==> config.mk <==
export PLATFORM = sky130hd
export DESIGN_NAME = base64_line_encoder_top
export DESIGN_NICKNAME = d
export VERILOG_FILES = /design/src/b64le_pkg.sv /design/src/b64le_front.sv /design/src/b64le_queue.sv /design/src/b64le_back.sv /design/src/base64_line_encoder_top.sv
export VERILOG_INCLUDE_DIRS = /design/src /design/src/src
export SDC_FILE = /design/constraint.sdc
export NUM_CORES = 1
export LEC_CHECK = 0
export ABC_AREA = 1
export BUFFER_PORTS_ARGS = -buffer_cell sky130_fd_sc_hd__buf_4
export CAP_MARGIN = 40
export CORE_MARGIN = 2
export CORE_UTILIZATION = 45
export CTS_CLUSTER_SIZE = 16
export DETAILED_ROUTE_END_ITERATION = 8
export PLACE_DENSITY = 0.64
export SLEW_MARGIN = 20
export SYNTH_ARGS = -nofsm -noshare
export SYNTH_HDL_FRONTEND = slang
export SYNTH_SLANG_ARGS = --single-unit
==> constraint.sdc <==
create_clock -name clk_i -period 4.7 [get_ports clk_i]
set_input_delay 0.705 -clock clk_i [delete_from_list [all_inputs] [get_ports clk_i]]
set_output_delay 0.705 -clock clk_i [all_outputs]
set_load 0.02 [all_outputs]
==> src/assert_macros.svh <==
// Assertion macros shared by the encoder RTL.
`ifndef ASSERT_MACROS_SVH
`define ASSERT_MACROS_SVH

// Check a property on every rising clock edge outside reset.
`define B64_ASSERT(lbl, prop) \
  lbl: assert property (@(posedge clk_i) disable iff (!rst_ni) (prop)) \
    else $error("b64le assertion failed");

// Same check with a message of the caller's choice.
`define B64_ASSERT_MSG(lbl, prop, msg) \
  lbl: assert property (@(posedge clk_i) disable iff (!rst_ni) (prop)) \
    else $error(msg);

`endif

==> src/b64le_pkg.sv <==
// Types, constants and the alphabet lookup for the Base64 line encoder.
`timescale 1ns / 1ps

package b64le_pkg;

  localparam int GroupsPerLineDef = 16;
  localparam int QueueDepthDef    = 4;

  // Configuration register indexes
  localparam logic [1:0] CfgNoLineBreaks = 2'd0;
  localparam logic [1:0] CfgNoPadding    = 2'd1;

  localparam logic [7:0] CharPad = 8'h3D;
  localparam logic [7:0] CharCr  = 8'h0D;
  localparam logic [7:0] CharLf  = 8'h0A;

  typedef struct packed {
    logic [7:0] data_byte;
    logic       last_byte;
  } in_t;

  typedef struct packed {
    logic [7:0] out_char;
    logic       last_char;
  } out_t;

  // One unit of output work: sextet bits, then padding, then CR LF pairs.
  typedef struct packed {
    logic [23:0] bits;
    logic [2:0]  num_sextets;
    logic [1:0]  num_pad;
    logic [1:0]  num_crlf;
    logic        last;
  } job_t;

  typedef struct packed {
    logic [1:0] byte_pos;
  } front_sts_t;

  function automatic logic [7:0] sextet_to_char(input logic [5:0] v);
    logic [7:0] c;
    if (v < 6'd26) begin
      c = 8'h41 + {2'b00, v};
    end else if (v < 6'd52) begin
      c = 8'h61 + {2'b00, v} - 8'd26;
    end else if (v < 6'd62) begin
      c = 8'h30 + {2'b00, v} - 8'd52;
    end else if (v == 6'd62) begin
      c = 8'h2B;
    end else begin
      c = 8'h2F;
    end
    return c;
  endfunction

endpackage

==> src/b64le_front.sv <==
// Front end: takes bytes, builds groups, counts line groups, queues output jobs.
`timescale 1ns / 1ps

module b64le_front #(
  parameter int GROUPS_PER_LINE = b64le_pkg::GroupsPerLineDef
) (
  input  logic                  clk_i,
  input  logic                  rst_ni,
  input  logic                  in_valid_i,
  output logic                  in_ready_o,
  input  b64le_pkg::in_t        in_data_i,
  input  logic                  cfg_valid_i,
  output logic                  cfg_ready_o,
  input  logic [1:0]            cfg_index_i,
  input  logic                  cfg_data_i,
  output logic                  job_valid_o,
  input  logic                  job_ready_i,
  output b64le_pkg::job_t       job_o,
  output b64le_pkg::front_sts_t sts_o
);

  localparam int GW = (GROUPS_PER_LINE > 1) ? $clog2(GROUPS_PER_LINE) : 1;
  localparam logic [GW-1:0] GrpLast = GW'(GROUPS_PER_LINE - 1);

  logic          no_lb_q, no_pad_q;
  logic [15:0]   held_q, held_d;
  logic [1:0]    pos_q, pos_d;
  logic [GW-1:0] grp_q, grp_d;

  logic accept, complete, wrap, brk_periodic, brk_final;
  logic [15:0] held_n;
  logic [1:0]  pos_n;

  assign cfg_ready_o = 1'b1;
  assign in_ready_o  = job_ready_i;
  assign accept      = in_valid_i && in_ready_o;
  assign sts_o.byte_pos = pos_q;

  always_comb begin
    complete     = (pos_q == 2'd2);
    wrap         = complete && (grp_q == GrpLast);
    brk_periodic = wrap && !no_lb_q;
    brk_final    = in_data_i.last_byte && !no_lb_q;
    held_n       = complete ? 16'h0000 : {held_q[7:0], in_data_i.data_byte};
    pos_n        = complete ? 2'd0 : pos_q + 2'd1;

    job_o.bits        = {held_q, in_data_i.data_byte};
    job_o.num_sextets = 3'd4;
    job_o.num_pad     = 2'd0;
    job_o.num_crlf    = {1'b0, brk_periodic} + {1'b0, brk_final};
    job_o.last        = in_data_i.last_byte;
    if (!complete) begin
      if (pos_n == 2'd1) begin
        job_o.bits        = {held_n[7:0], 16'h0000};
        job_o.num_sextets = 3'd2;
        job_o.num_pad     = no_pad_q ? 2'd0 : 2'd2;
      end else begin
        job_o.bits        = {held_n, 8'h00};
        job_o.num_sextets = 3'd3;
        job_o.num_pad     = no_pad_q ? 2'd0 : 2'd1;
      end
    end
    job_valid_o = in_valid_i && (complete || in_data_i.last_byte);

    held_d = held_q;
    pos_d  = pos_q;
    grp_d  = grp_q;
    if (accept) begin
      held_d = held_n;
      pos_d  = pos_n;
      if (complete) begin
        grp_d = wrap ? '0 : grp_q + GW'(1);
      end
      // end of message: start the next one clean
      if (in_data_i.last_byte) begin
        held_d = 16'h0000;
        pos_d  = 2'd0;
        grp_d  = '0;
      end
    end
  end

  always_ff @(posedge clk_i or negedge rst_ni) begin
    if (!rst_ni) begin
      held_q   <= 16'h0000;
      pos_q    <= 2'd0;
      grp_q    <= '0;
      no_lb_q  <= 1'b0;
      no_pad_q <= 1'b0;
    end else begin
      held_q <= held_d;
      pos_q  <= pos_d;
      grp_q  <= grp_d;
      if (cfg_valid_i && cfg_ready_o) begin
        if (cfg_index_i == b64le_pkg::CfgNoLineBreaks) begin
          no_lb_q <= cfg_data_i;
        end
        if (cfg_index_i == b64le_pkg::CfgNoPadding) begin
          no_pad_q <= cfg_data_i;
        end
      end
    end
  end

endmodule

==> src/b64le_queue.sv <==
// Short job queue between the front and back ends.
`timescale 1ns / 1ps

module b64le_queue #(
  parameter int DEPTH = b64le_pkg::QueueDepthDef
) (
  input  logic            clk_i,
  input  logic            rst_ni,
  input  logic            push_valid_i,
  output logic            push_ready_o,
  input  b64le_pkg::job_t push_data_i,
  output logic            pop_valid_o,
  input  logic            pop_ready_i,
  output b64le_pkg::job_t pop_data_o
);

  localparam int AW = (DEPTH > 1) ? $clog2(DEPTH) : 1;
  localparam int CW = $clog2(DEPTH + 1);
  localparam logic [AW-1:0] PtrLast = AW'(DEPTH - 1);

  b64le_pkg::job_t mem_q [DEPTH];
  logic [AW-1:0] wr_q, rd_q;
  logic [CW-1:0] cnt_q;
  logic push, pop;

  assign push_ready_o = (cnt_q != CW'(DEPTH));
  assign pop_valid_o  = (cnt_q != '0);
  assign pop_data_o   = mem_q[rd_q];
  assign push = push_valid_i && push_ready_o;
  assign pop  = pop_valid_o && pop_ready_i;

  always_ff @(posedge clk_i) begin
    if (push) begin
      mem_q[wr_q] <= push_data_i;
    end
  end

  always_ff @(posedge clk_i or negedge rst_ni) begin
    if (!rst_ni) begin
      wr_q  <= '0;
      rd_q  <= '0;
      cnt_q <= '0;
    end else begin
      if (push) begin
        wr_q <= (wr_q == PtrLast) ? '0 : wr_q + AW'(1);
      end
      if (pop) begin
        rd_q <= (rd_q == PtrLast) ? '0 : rd_q + AW'(1);
      end
      if (push && !pop) begin
        cnt_q <= cnt_q + CW'(1);
      end else if (pop && !push) begin
        cnt_q <= cnt_q - CW'(1);
      end
    end
  end

endmodule

==> src/b64le_back.sv <==
// Back end: walks each job one character per cycle into the output register while the output can move.
`timescale 1ns / 1ps

module b64le_back (
  input  logic            clk_i,
  input  logic            rst_ni,
  input  logic            job_valid_i,
  output logic            job_ready_o,
  input  b64le_pkg::job_t job_i,
  output logic            out_valid_o,
  input  logic            out_ready_i,
  output b64le_pkg::out_t out_data_o
);

  logic [2:0]      step_q, step_d;
  logic            ovld_q, ovld_d;
  b64le_pkg::out_t odat_q, odat_d;

  logic       adv, emit, final_step;
  logic [3:0] total, step_w, rest;
  logic [5:0] sextet;
  logic [7:0] ch;

  always_comb begin
    total  = {1'b0, job_i.num_sextets} + {2'b00, job_i.num_pad}
           + {1'b0, job_i.num_crlf, 1'b0};
    step_w = {1'b0, step_q};
    rest   = step_w - {1'b0, job_i.num_sextets} - {2'b00, job_i.num_pad};

    unique case (step_q[1:0])
      2'd0:    sextet = job_i.bits[23:18];
      2'd1:    sextet = job_i.bits[17:12];
      2'd2:    sextet = job_i.bits[11:6];
      default: sextet = job_i.bits[5:0];
    endcase

    if (step_w < {1'b0, job_i.num_sextets}) begin
      ch = b64le_pkg::sextet_to_char(sextet);
    end else if (step_w < {1'b0, job_i.num_sextets} + {2'b00, job_i.num_pad}) begin
      ch = b64le_pkg::CharPad;
    end else begin
      ch = rest[0] ? b64le_pkg::CharLf : b64le_pkg::CharCr;
    end

    final_step  = (step_w == total - 4'd1);
    adv         = !ovld_q || out_ready_i;
    emit        = job_valid_i && adv;
    job_ready_o = emit && final_step;

    step_d = step_q;
    if (emit) begin
      step_d = final_step ? 3'd0 : step_q + 3'd1;
    end

    ovld_d = ovld_q;
    odat_d = odat_q;
    if (adv) begin
      ovld_d           = job_valid_i;
      odat_d.out_char  = ch;
      odat_d.last_char = job_i.last && final_step;
    end
  end

  always_ff @(posedge clk_i or negedge rst_ni) begin
    if (!rst_ni) begin
      step_q <= 3'd0;
      ovld_q <= 1'b0;
    end else begin
      step_q <= step_d;
      ovld_q <= ovld_d;
    end
  end

  always_ff @(posedge clk_i) begin
    odat_q <= odat_d;
  end

  assign out_valid_o = ovld_q;
  assign out_data_o  = odat_q;

endmodule

==> src/base64_line_encoder_top.sv <==
// Top level of the streaming Base64 encoder with CR LF line breaking.
//
// Usage:
//   Input channel (in_valid_i / in_ready_o / in_data_i) takes one message byte
//   per request; last_byte marks the final byte of a message.
//   Output channel (out_valid_o / out_ready_i / out_data_o) gives one ASCII
//   character per request; last_char marks the final character of a message.
//   Config channel (cfg_valid_i / cfg_ready_o / cfg_index_i / cfg_data_i) is
//   always ready; index 0 turns off line breaks, index 1 turns off padding.
//   Write it only while the block is idle.
// Timing:
//   The first character of a completed group passes through the job queue and
//   then the output register. The back end emits one character per cycle
//   while the output can move, so three bytes give four characters (more with
//   breaks). Bytes are taken every cycle while the job queue has room.
// Reset clears the group state, the line counter and both config bits.
// A stalled receiver holds the output register; the queue then fills and
// in_ready_o drops until characters drain.
`timescale 1ns / 1ps
`include "assert_macros.svh"

module base64_line_encoder_top #(
  parameter int GROUPS_PER_LINE = b64le_pkg::GroupsPerLineDef,
  parameter int QUEUE_DEPTH     = b64le_pkg::QueueDepthDef
) (
  input  logic            clk_i,
  input  logic            rst_ni,
  input  logic            in_valid_i,
  output logic            in_ready_o,
  input  b64le_pkg::in_t  in_data_i,
  output logic            out_valid_o,
  input  logic            out_ready_i,
  output b64le_pkg::out_t out_data_o,
  input  logic            cfg_valid_i,
  output logic            cfg_ready_o,
  input  logic [1:0]      cfg_index_i,
  input  logic            cfg_data_i
);

  logic                  push_valid, push_ready, pop_valid, pop_ready;
  logic                  in_accept;
  b64le_pkg::job_t       push_job, pop_job;
  b64le_pkg::front_sts_t front_sts;

  assign in_accept = in_valid_i && in_ready_o;

  b64le_front #(
    .GROUPS_PER_LINE(GROUPS_PER_LINE)
  ) u_front (
    .clk_i      (clk_i),
    .rst_ni     (rst_ni),
    .in_valid_i (in_valid_i),
    .in_ready_o (in_ready_o),
    .in_data_i  (in_data_i),
    .cfg_valid_i(cfg_valid_i),
    .cfg_ready_o(cfg_ready_o),
    .cfg_index_i(cfg_index_i),
    .cfg_data_i (cfg_data_i),
    .job_valid_o(push_valid),
    .job_ready_i(push_ready),
    .job_o      (push_job),
    .sts_o      (front_sts)
  );

  b64le_queue #(
    .DEPTH(QUEUE_DEPTH)
  ) u_queue (
    .clk_i       (clk_i),
    .rst_ni      (rst_ni),
    .push_valid_i(push_valid),
    .push_ready_o(push_ready),
    .push_data_i (push_job),
    .pop_valid_o (pop_valid),
    .pop_ready_i (pop_ready),
    .pop_data_o  (pop_job)
  );

  b64le_back u_back (
    .clk_i      (clk_i),
    .rst_ni     (rst_ni),
    .job_valid_i(pop_valid),
    .job_ready_o(pop_ready),
    .job_i      (pop_job),
    .out_valid_o(out_valid_o),
    .out_ready_i(out_ready_i),
    .out_data_o (out_data_o)
  );

  `B64_ASSERT(a_last_clears_group, in_accept && in_data_i.last_byte |=> front_sts.byte_pos == 2'd0)
  `B64_ASSERT_MSG(a_no_lost_job, push_valid && !push_ready |-> !in_ready_o, "byte taken, job refused")
  `B64_ASSERT_MSG(a_pop_has_job, pop_ready |-> pop_valid, "pop from an empty queue")

endmodule
==> results.md, run 1 <==
* Status: finished clean
* Distinct cells, synth at 42
* Measured slew at the worst slew-check pin at 0.738 ns
* Syn avg cell area at 10.1 um^2
* Slew Limit Fails at 0
* EDFF count, synth at ~140
* Synth Area in Compound Gates at 0.0842
* Buffers on Ports at 27
* Placed cells at 1,055
* Starting DRC count in detailed routing at ~390
* Area Overhead vs Synth at 13.7%
* Clock Sinks at 172
* GRT Overall Usage at 0.184
* Pre-antenna DRT Iters at 5
* Critical Path Start Type: flip-flop
* Reg-to-reg slack, setup at 0.35 ns
* Synth Instances at between 800 and 900
* Diode count at 0
* Unrepaired setup endpoints after global routing: no
* Slew headroom at 0.507
* Total CTS buffers at 17
* R2R cell count at 21
* Worst r2r src: u_queue.rd_q[1]
* Routability congestion estimate at 0.802
* Fraction of layout instances using a drive strength above 1 at 0.116
* FF/Latch Area at ~5000 um^2
* Hold_ws at 0.222 ns
* Syn Nets at between 800 and 900
* Vias in the first global route at approximately 5.4k
* Core Util, Final at 0.522
* Final Net Count at 901
* Initial antenna violation count at 0
* CTS tree: done
* Skew final at around 0.013 ns
* Clock Path Buffers at 2
* Clk pin slew, worst setup/hold paths at ~0.070 ns
* Synth Area in XOR/XNOR at 0.0106
* Number of max-cap violations at 0
* Peak Freq at 0.230 GHz
* Worst r2r dst: u_queue.cnt_q[1]
* Die Ht at between 100 and 150 um
* First-pass GRT wire length at 27.8 mm
* Area of the multi-input gates at ~2700 um^2
* Crit path DAT at approximately 4.7 ns
* Yosys warnings at 0
* Power Total at between 7000 and 8000 uW
* Crit Path Category: flip-flop to flip-flop
* Chip width at 139 um
* CP endpoint kind: flip-flop
* Initial Utilization at 0.459
* Die Footprint at 19,400 um^2
* Fill cells at ~1.6k
* Crit path max fanout at 14
* Fin cells at 1,091
* Largest family of logic cells by synthesized area: simple AND/OR/NAND/NOR gates
* Seq/Total Area, Yosys at 0.605
* Via density at 5.17
* Drt drc at 0
* Hold crit path type: input pin to asynchronous set/reset pin
* Pin count of the biggest net entering global routing at 36
* Top Ports at 29
* Post-Synth Simple-Gate Area at 0.174
* Worst-Skew Late Latency at 0.43 ns
* Core area at roughly 18,000 um^2
* Antenna Nets Post-Route at 0
* Fraction of the mapped netlist area in adder cells at 0.0559
* Final TNS setup at 0 ns
* Gr ovfl total at 0
* CTS root buffer: clkbuf_16
* Final setup violation count at 0
* Routed WL at 17.3 mm
* Tmin final at 4.35 ns
* Number of synthesized register bits at about 170
* Pwr/cell area at 763 nW/um^2
* Final period util at 0.925
* Vias at 5,640
* Depth of the CTS H-tree at 4
* FFs w/ async S/R, synth at 0.203
* Synth Cell Area at 8240 um^2
* WL/cell at 15.9 um
* Hold Fails Final Rpt at 0
* Site Rows at 49
* Main synth FF type: edfxtp_1
* LEAKAGE at 0.00392 uW
* Final HPWL from detailed placement at about 12 mm
* Post-synthesis mux area share at 0
* CP required at approximately 5.0 ns
* VDD IR max at about 0.37 mV
==> registers in the layout, indices dropped and copies added, names as in the netlist <==
signal,cells
u_queue.wr_q,2
u_front.sts_o,2
u_queue.cnt_q,3
u_front.no_lb_q,1
u_front.no_pad_q,1
u_queue.rd_q,2
u_back.out_data_o,9
u_front.held_q,16
u_back.out_valid_o,1
u_queue.mem_q,128
u_front.grp_q,4
u_back.step_q,3
==> cell usage in the layout (no fill, tap or decap), types with 4 or more instances in the layout <==
cell type / n
dfrtp_1: 34
a21oi_1: 26
buf_4: 41
nor2_4: 5
nor2_2: 4
clkbuf_16: 17
xor2_1: 6
nand2_1: 185
o22ai_1: 11
edfxtp_1: 137
o221ai_1: 4
o21ai_0: 44
ha_1: 32
inv_6: 5
nand3_1: 74
xnor2_1: 4
nand4_1: 4
nor3_1: 6
a22oi_1: 5
nor2_1: 53
o21ai_1: 13
inv_1: 104
==> metrics by stage <==
| step | cell area (um^2) | worst slack (ns) |
|---|---|---|
| after global routing | 9370 | 0.0371 |
| after floorplan | 8240 | 0.264 |
| final | 9370 | 0.353 |
| after CTS | 9320 | 0.164 |
| after detailed placement | 8710 | 0.171 |
| after global placement | 8690 | 0.277 |
==> layout make-up <==
class / count / share of cell area
Clock buffer: 17 / 0.0454
Clock inverter: 15 / 0.0196
Inverter: 109 / 0.0439
Multi-Input combinational cell: 504 / 0.290
Sequential cell: 172 / 0.533
Tap cell: 229 / 0.0306
Timing Repair Buffer: 45 / 0.0379
==> critical path: stages, from the launching register on <==
cell,delay (ns)
dfrtp_1,0.45
inv_2,0.25
o21ai_0,0.14
o22ai_1,0.16
ha_1,0.23
fa_1,0.42
inv_1,0.09
ha_1,0.23
inv_1,0.05
ha_1,0.13
inv_1,0.05
fa_1,0.45
xnor2_1,0.14
nor3_1,0.17
nand2_1,0.14
nor2_2,0.19
inv_1,0.09
ha_1,0.19
inv_1,0.10
fa_1,0.43
nor2_1,0.11
a21oi_1,0.04
==> cell usage after synthesis (3+ instances only) <==
cell / n / area, um^2
nand2_1: 185 / 694
edfxtp_1: 137 / 4110
inv_1: 104 / 390
nand3_1: 74 / 370
nor2_1: 57 / 214
o21ai_0: 44 / 220
dfrtp_1: 35 / 876
ha_1: 32 / 400
a21oi_1: 26 / 130
o21ai_1: 13 / 65.1
clkbuf_1: 12 / 45.0
o22ai_1: 11 / 68.8
buf_2: 10 / 50.1
buf_4: 8 / 60.1
nor3_1: 6 / 30.0
xor2_1: 6 / 52.6
a22oi_1: 5 / 37.5
inv_2: 4 / 15.0
nand4_1: 4 / 25.0
nor2_2: 4 / 25.0
o221ai_1: 4 / 35.0
xnor2_1: 4 / 35.0
a32o_1: 3 / 30.0
fa_1: 3 / 60.1
or2_1: 3 / 18.8
==> per-layer routing <==
layer,up-vias,track usage,wire [um]
li1,2804,-,-
met1,2649,0.247,7970
met2,165,0.297,8220
met3,22,0.0348,885
met4,0,0.0718,247
met5,-,0,0
==> where the power goes <==
group          internal (uW)  total [uW]  switching (uW)
clock                    843        1440             596
combinational           1230        3490            2260
sequential              2080        2230             141
total                   4150        7150            3000
==> cell families (layout without fill, tap and decap cells) <==
group / count (synthesis) / count (layout)
compound gates: 118 / 118
xor+xnor: 10 / 10
fa+ha+maj: 35 / 35
buf+inv: 140 / 186
flops: 172 / 172
other cells: 1 / 1
simple gates: 340 / 340
==> how the worst max path moves through the flow <==
stage,from,to,slack [ns]
after global routing,u_queue.rd_q[1],u_queue.cnt_q[1],0.04
after floorplan,u_queue.rd_q[1],u_queue.cnt_q[1],0.26
final,u_queue.rd_q[1],u_queue.cnt_q[1],0.35
after detailed placement,u_queue.rd_q[0],u_queue.cnt_q[1],0.17
after global placement,u_queue.rd_q[0],u_queue.cnt_q[1],0.28
after CTS,u_queue.rd_q[0],u_queue.cnt_q[1],0.16
==> what timing repair did <==
action / CTS / global route
hold buffers: 0 / 0
hold endpoints to repair: 0 / 0
gates resized for setup: 0 / 4
buffers inserted: 0 / 3
endpoints found under the setup margin: 0 / 2
(Power assumes the default switching activity.)
==> run 2, diff against run 1 <==
--- a/config.mk
+++ b/config.mk
@@ -6,7 +6,6 @@
 export SDC_FILE = /design/constraint.sdc
 export NUM_CORES = 1
 export LEC_CHECK = 0
-export ABC_AREA = 1
 export BUFFER_PORTS_ARGS = -buffer_cell sky130_fd_sc_hd__buf_4
 export CAP_MARGIN = 40
 export CORE_MARGIN = 2
==> run 2 against run 1 <==
  * Core utilization up 0.20 points
  * Final area shrank 2.7%
  * Worst hold slack better by 0.014 ns
  * Worst setup slack got worse by 0.045 ns
  * Wire length shrank 10%
  * Clock-buffer cell count grew 1
  * Die area fell by 2.3%
  * Largest cell class unchanged
==> results.md, run 2 <==
* Final setup violation count at 0 (unchanged)
* Site Rows at 48 (-2.0%)
* Depth of the CTS H-tree at 4 (unchanged)
* Syn avg cell area at 14.0 um^2 (+39%)
* Clk pin slew, worst setup/hold paths at 0.07 ns (about the same)
* Top cells by area, synth: edfxtp_1, dfrtp_1, ha_1
* GRT Overall Usage at 0.179 (-0.00463)
* Comb power frac at 0.458 (-0.030)
* Final worst setup slack at 0.308 ns (-0.0447 ns)
* Max FFs per register at 128 (unchanged)
* Post-synthesis mux area share at 0.110 (+0.110)
* Crit path DAT at 4.71 ns (+0.04 ns)
* Cell family with most CP delay: adder cells
* Slew Limit Fails at 0 (unchanged)
* Critical path's most frequent cell: inv_1
* Post-synth top cells: edfxtp_1, nand2_1, mux2i_1
* Clock Sinks at 172 (unchanged)
* Main synth FF type: edfxtp_1
* Gr ovfl total at 0 (unchanged)
* Final HPWL from detailed placement at 10.6 mm (-9.6%)
* Die Ht at 138 um (-1.1%)
* Pwr/cell area at 734 nW/um^2 (-3.9%)
* Post-Synth Simple-Gate Area at 0.0880 (-0.0858)
* Initial antenna violation count at 0 (unchanged)
* Area leader, netlist: edfxtp_1
* Hold crit path type: input pin to asynchronous set/reset pin
* Routability congestion estimate at 0.833 (+3.9%)
* Skew final at 0.0108 ns (-0.00196 ns)
* Yosys warnings at 0 (unchanged)
* Measured slew at the worst slew-check pin at 0.810 ns (+0.0715 ns)
* Synth Area in Compound Gates at 0.0876 (+0.00341)
* Vias at 4,654 (-17%)
* CP max stage cell: mux4_2
* Pin count of the biggest net entering global routing at 38 (+5.6%)
* Worst-Skew Late Latency at 0.43 ns (about the same)
* Reg-to-reg slack, setup at 0.31 ns (-0.04 ns)
* Seq/Total Area, Yosys at 0.620 (+0.0145)
* Unrepaired setup endpoints after global routing: no
* Hold Fails Final Rpt at 0 (unchanged)
* Clock Path Buffers at 2 (unchanged)
* Hold-fix buffers, CTS at 0 (unchanged)
* Via density at 5.46 (+5.5%)
* Power Total at 6690 uW (-6.4%)
* Critical Path Start Type: flip-flop
* Status: finished clean
* Worst path cell trace: mux4_2 > ha_2 > fa_1 > inv_1 > ha_1 > inv_1 > ha_1 > inv_1 > fa_1 > xnor2_1 > nor4_2 > nand2_1 > ha_2 > inv_1 > fa_1 > mux2_2
* Placed cells at 819 (-22%)
* Largest Register: u_queue.mem_q
* Commonest non-fill, non-tap cell in the layout: edfxtp_1
* Chip width at 138 um (-1.1%)
* CP endpoint kind: flip-flop
* Routed WL at 15.6 mm (-10%)
* Design area at 9120 um^2 (-2.7%)
* EDFF count, synth at 137 (unchanged)
* Vias in the first global route at 4,713 (-13%)
* CTS tree: done
* Synth Area in XOR/XNOR at 0.00979 (-0.000834)
* Core area at 17,400 um^2 (-3.0%)
* Initial Utilization at 0.462 (+0.00334)
* Die Footprint at 19,000 um^2 (-2.3%)
* Crit path max fanout at 5 (-9)
* Int Pwr at 4150 uW (about the same)
* CP max stage delay at 0.52 ns (+0.07 ns)
* Buffers on Ports at 27 (unchanged)
* Syn Nets at 627 (-28%)
* Final period util at 0.934 (+0.00952)
* Diode count at 0 (unchanged)
* VDD IR max at 0.364 mV (-0.87%)
* Number of synthesized register bits at 172 (unchanged)
* Worst r2r src: u_queue.rd_q[0]
* FFs w/ async S/R, synth at 0.203 (unchanged)
* First-pass GRT wire length at 25.3 mm (-8.9%)
* Most frequent cells in the layout: edfxtp_1, nand2_1, buf_4
* Fin cells at 853 (-22%)
* Total CTS buffers at 17 (unchanged)
* Area Overhead vs Synth at 13.3%
* LEAKAGE at 0.00336 uW (-14%)
* Distinct cells, synth at 61 (+45%)
* Pre-antenna DRT Iters at 5 (unchanged)
* Post-place setup slack at 0.167 ns (-0.00315 ns)
* Largest family of logic cells by synthesized area: multiplexers
* Hold_ws at 0.236 ns (+0.0141 ns)
* P_sw at 2540 uW (-15%)
* Clk pwr share at 0.203 (+0.002)
* Cell Area, Placed at 8530 um^2 (-2.0%)
* R2R cell count at 16 (-24%)
* CTS root buffer: clkbuf_16
* WL/cell at 18.3 um (+15%)
* Antenna Nets Post-Route at 0 (unchanged)
* Top Ports at 29 (unchanged)
* Synth Instances at 575 (-30%)
* Fraction of the mapped netlist area in adder cells at 0.0572 (+0.00134)
* Switching Fraction at 0.380 (-0.0393)
* Starting DRC count in detailed routing at 445 (+15%)
* CP required at 5.01 ns (about the same)
* Peak Freq at 0.228 GHz (-1.0%)
* Fraction of layout instances using a drive strength above 1 at 0.185 (+0.0687)
* Slew headroom at 0.454 (-0.0528)
* Final Net Count at 667 (-26%)
* Number of max-cap violations at 0 (unchanged)
* Critical path depth at 16 (-24%)
* Top cell type's share of synthesized area at 0.511 (+0.0119)
* Drt drc at 0 (unchanged)
* Worst path bufs/invs at 4 (-2)
* Synth Cell Area at 8050 um^2 (-2.3%)
* Worst r2r dst: u_queue.cnt_q[1]
* Count leader, synth: edfxtp_1
* Crit Path Category: flip-flop to flip-flop
* Register share of total power at 0.340 (+0.029)
* Tmin final at 4.39 ns (+0.0447 ns)
-- run 2: layout make-up --
| type | instances | area [um^2] |
|---|---|---|
| sequential | 172 | 4990 |
| tap | 225 | 282 |
| clock inverter | 14 | 145 |
| fill | 1466 | 8300 |
| multi-input combinational | 356 | 2850 |
| inverter | 23 | 88.8 |
| clock buffer | 18 | 429 |
| timing repair buffer | 45 | 335 |
-- run 2: worst max path at each step --
| stage | startpoint | end | slack (ns) |
|---|---|---|---|
| finish | u_queue.rd_q[0] | u_queue.cnt_q[1] | 0.31 |
| global route | u_queue.rd_q[0] | u_queue.cnt_q[1] | 0.04 |
| CTS | u_queue.rd_q[0] | u_queue.cnt_q[1] | 0.15 |
| detailed placement | u_queue.rd_q[0] | u_queue.cnt_q[1] | 0.17 |
| global placement | u_queue.rd_q[0] | u_queue.cnt_q[1] | 0.27 |
| floorplan | u_queue.rd_q[0] | u_queue.cnt_q[1] | -0.05 |
-- run 2: cell families after synthesis --
group	after synthesis
adders and majority gates	35
other	1
DFF	172
muxes	68
and+or+nand+nor	143
buffers and inverters	47
AOI/OAI and AO/OA	100
xor gates and xnor gates	9
-- run 2: stage by stage --
stage                     setup TNS, ns   util
after floorplan                 -0.0543      -
after global placement                0  0.489
after detailed placement              0  0.490
after CTS                             0  0.523
after global routing                  0  0.524
final                                 0  0.524
-- run 2: repair_timing --
action,CTS,global route
resized for setup,0,1
setup buffers,0,2
endpoints found under the setup margin,0,2
-- run 2: power groups by stage --
stage	Sequential, uW	Combinational, uW	Clock (uW)
after floorplan	2290	2240	0
after global placement	2290	2940	0
after CTS	2280	3060	1380
final	2270	3060	1360
after detailed placement	2310	3030	0
after global routing	2310	3420	1450
-- run 2: layer usage --
metal  wire [um]  share of wire  vias to the layer above  track usage
met1        7300           0.47                     2285        0.254
li1            -              -                     2239            -
met3         628          0.040                       17       0.0364
met2        7450           0.48                      113        0.278
met5           0              0                        -            0
met4         211          0.014                        0       0.0595
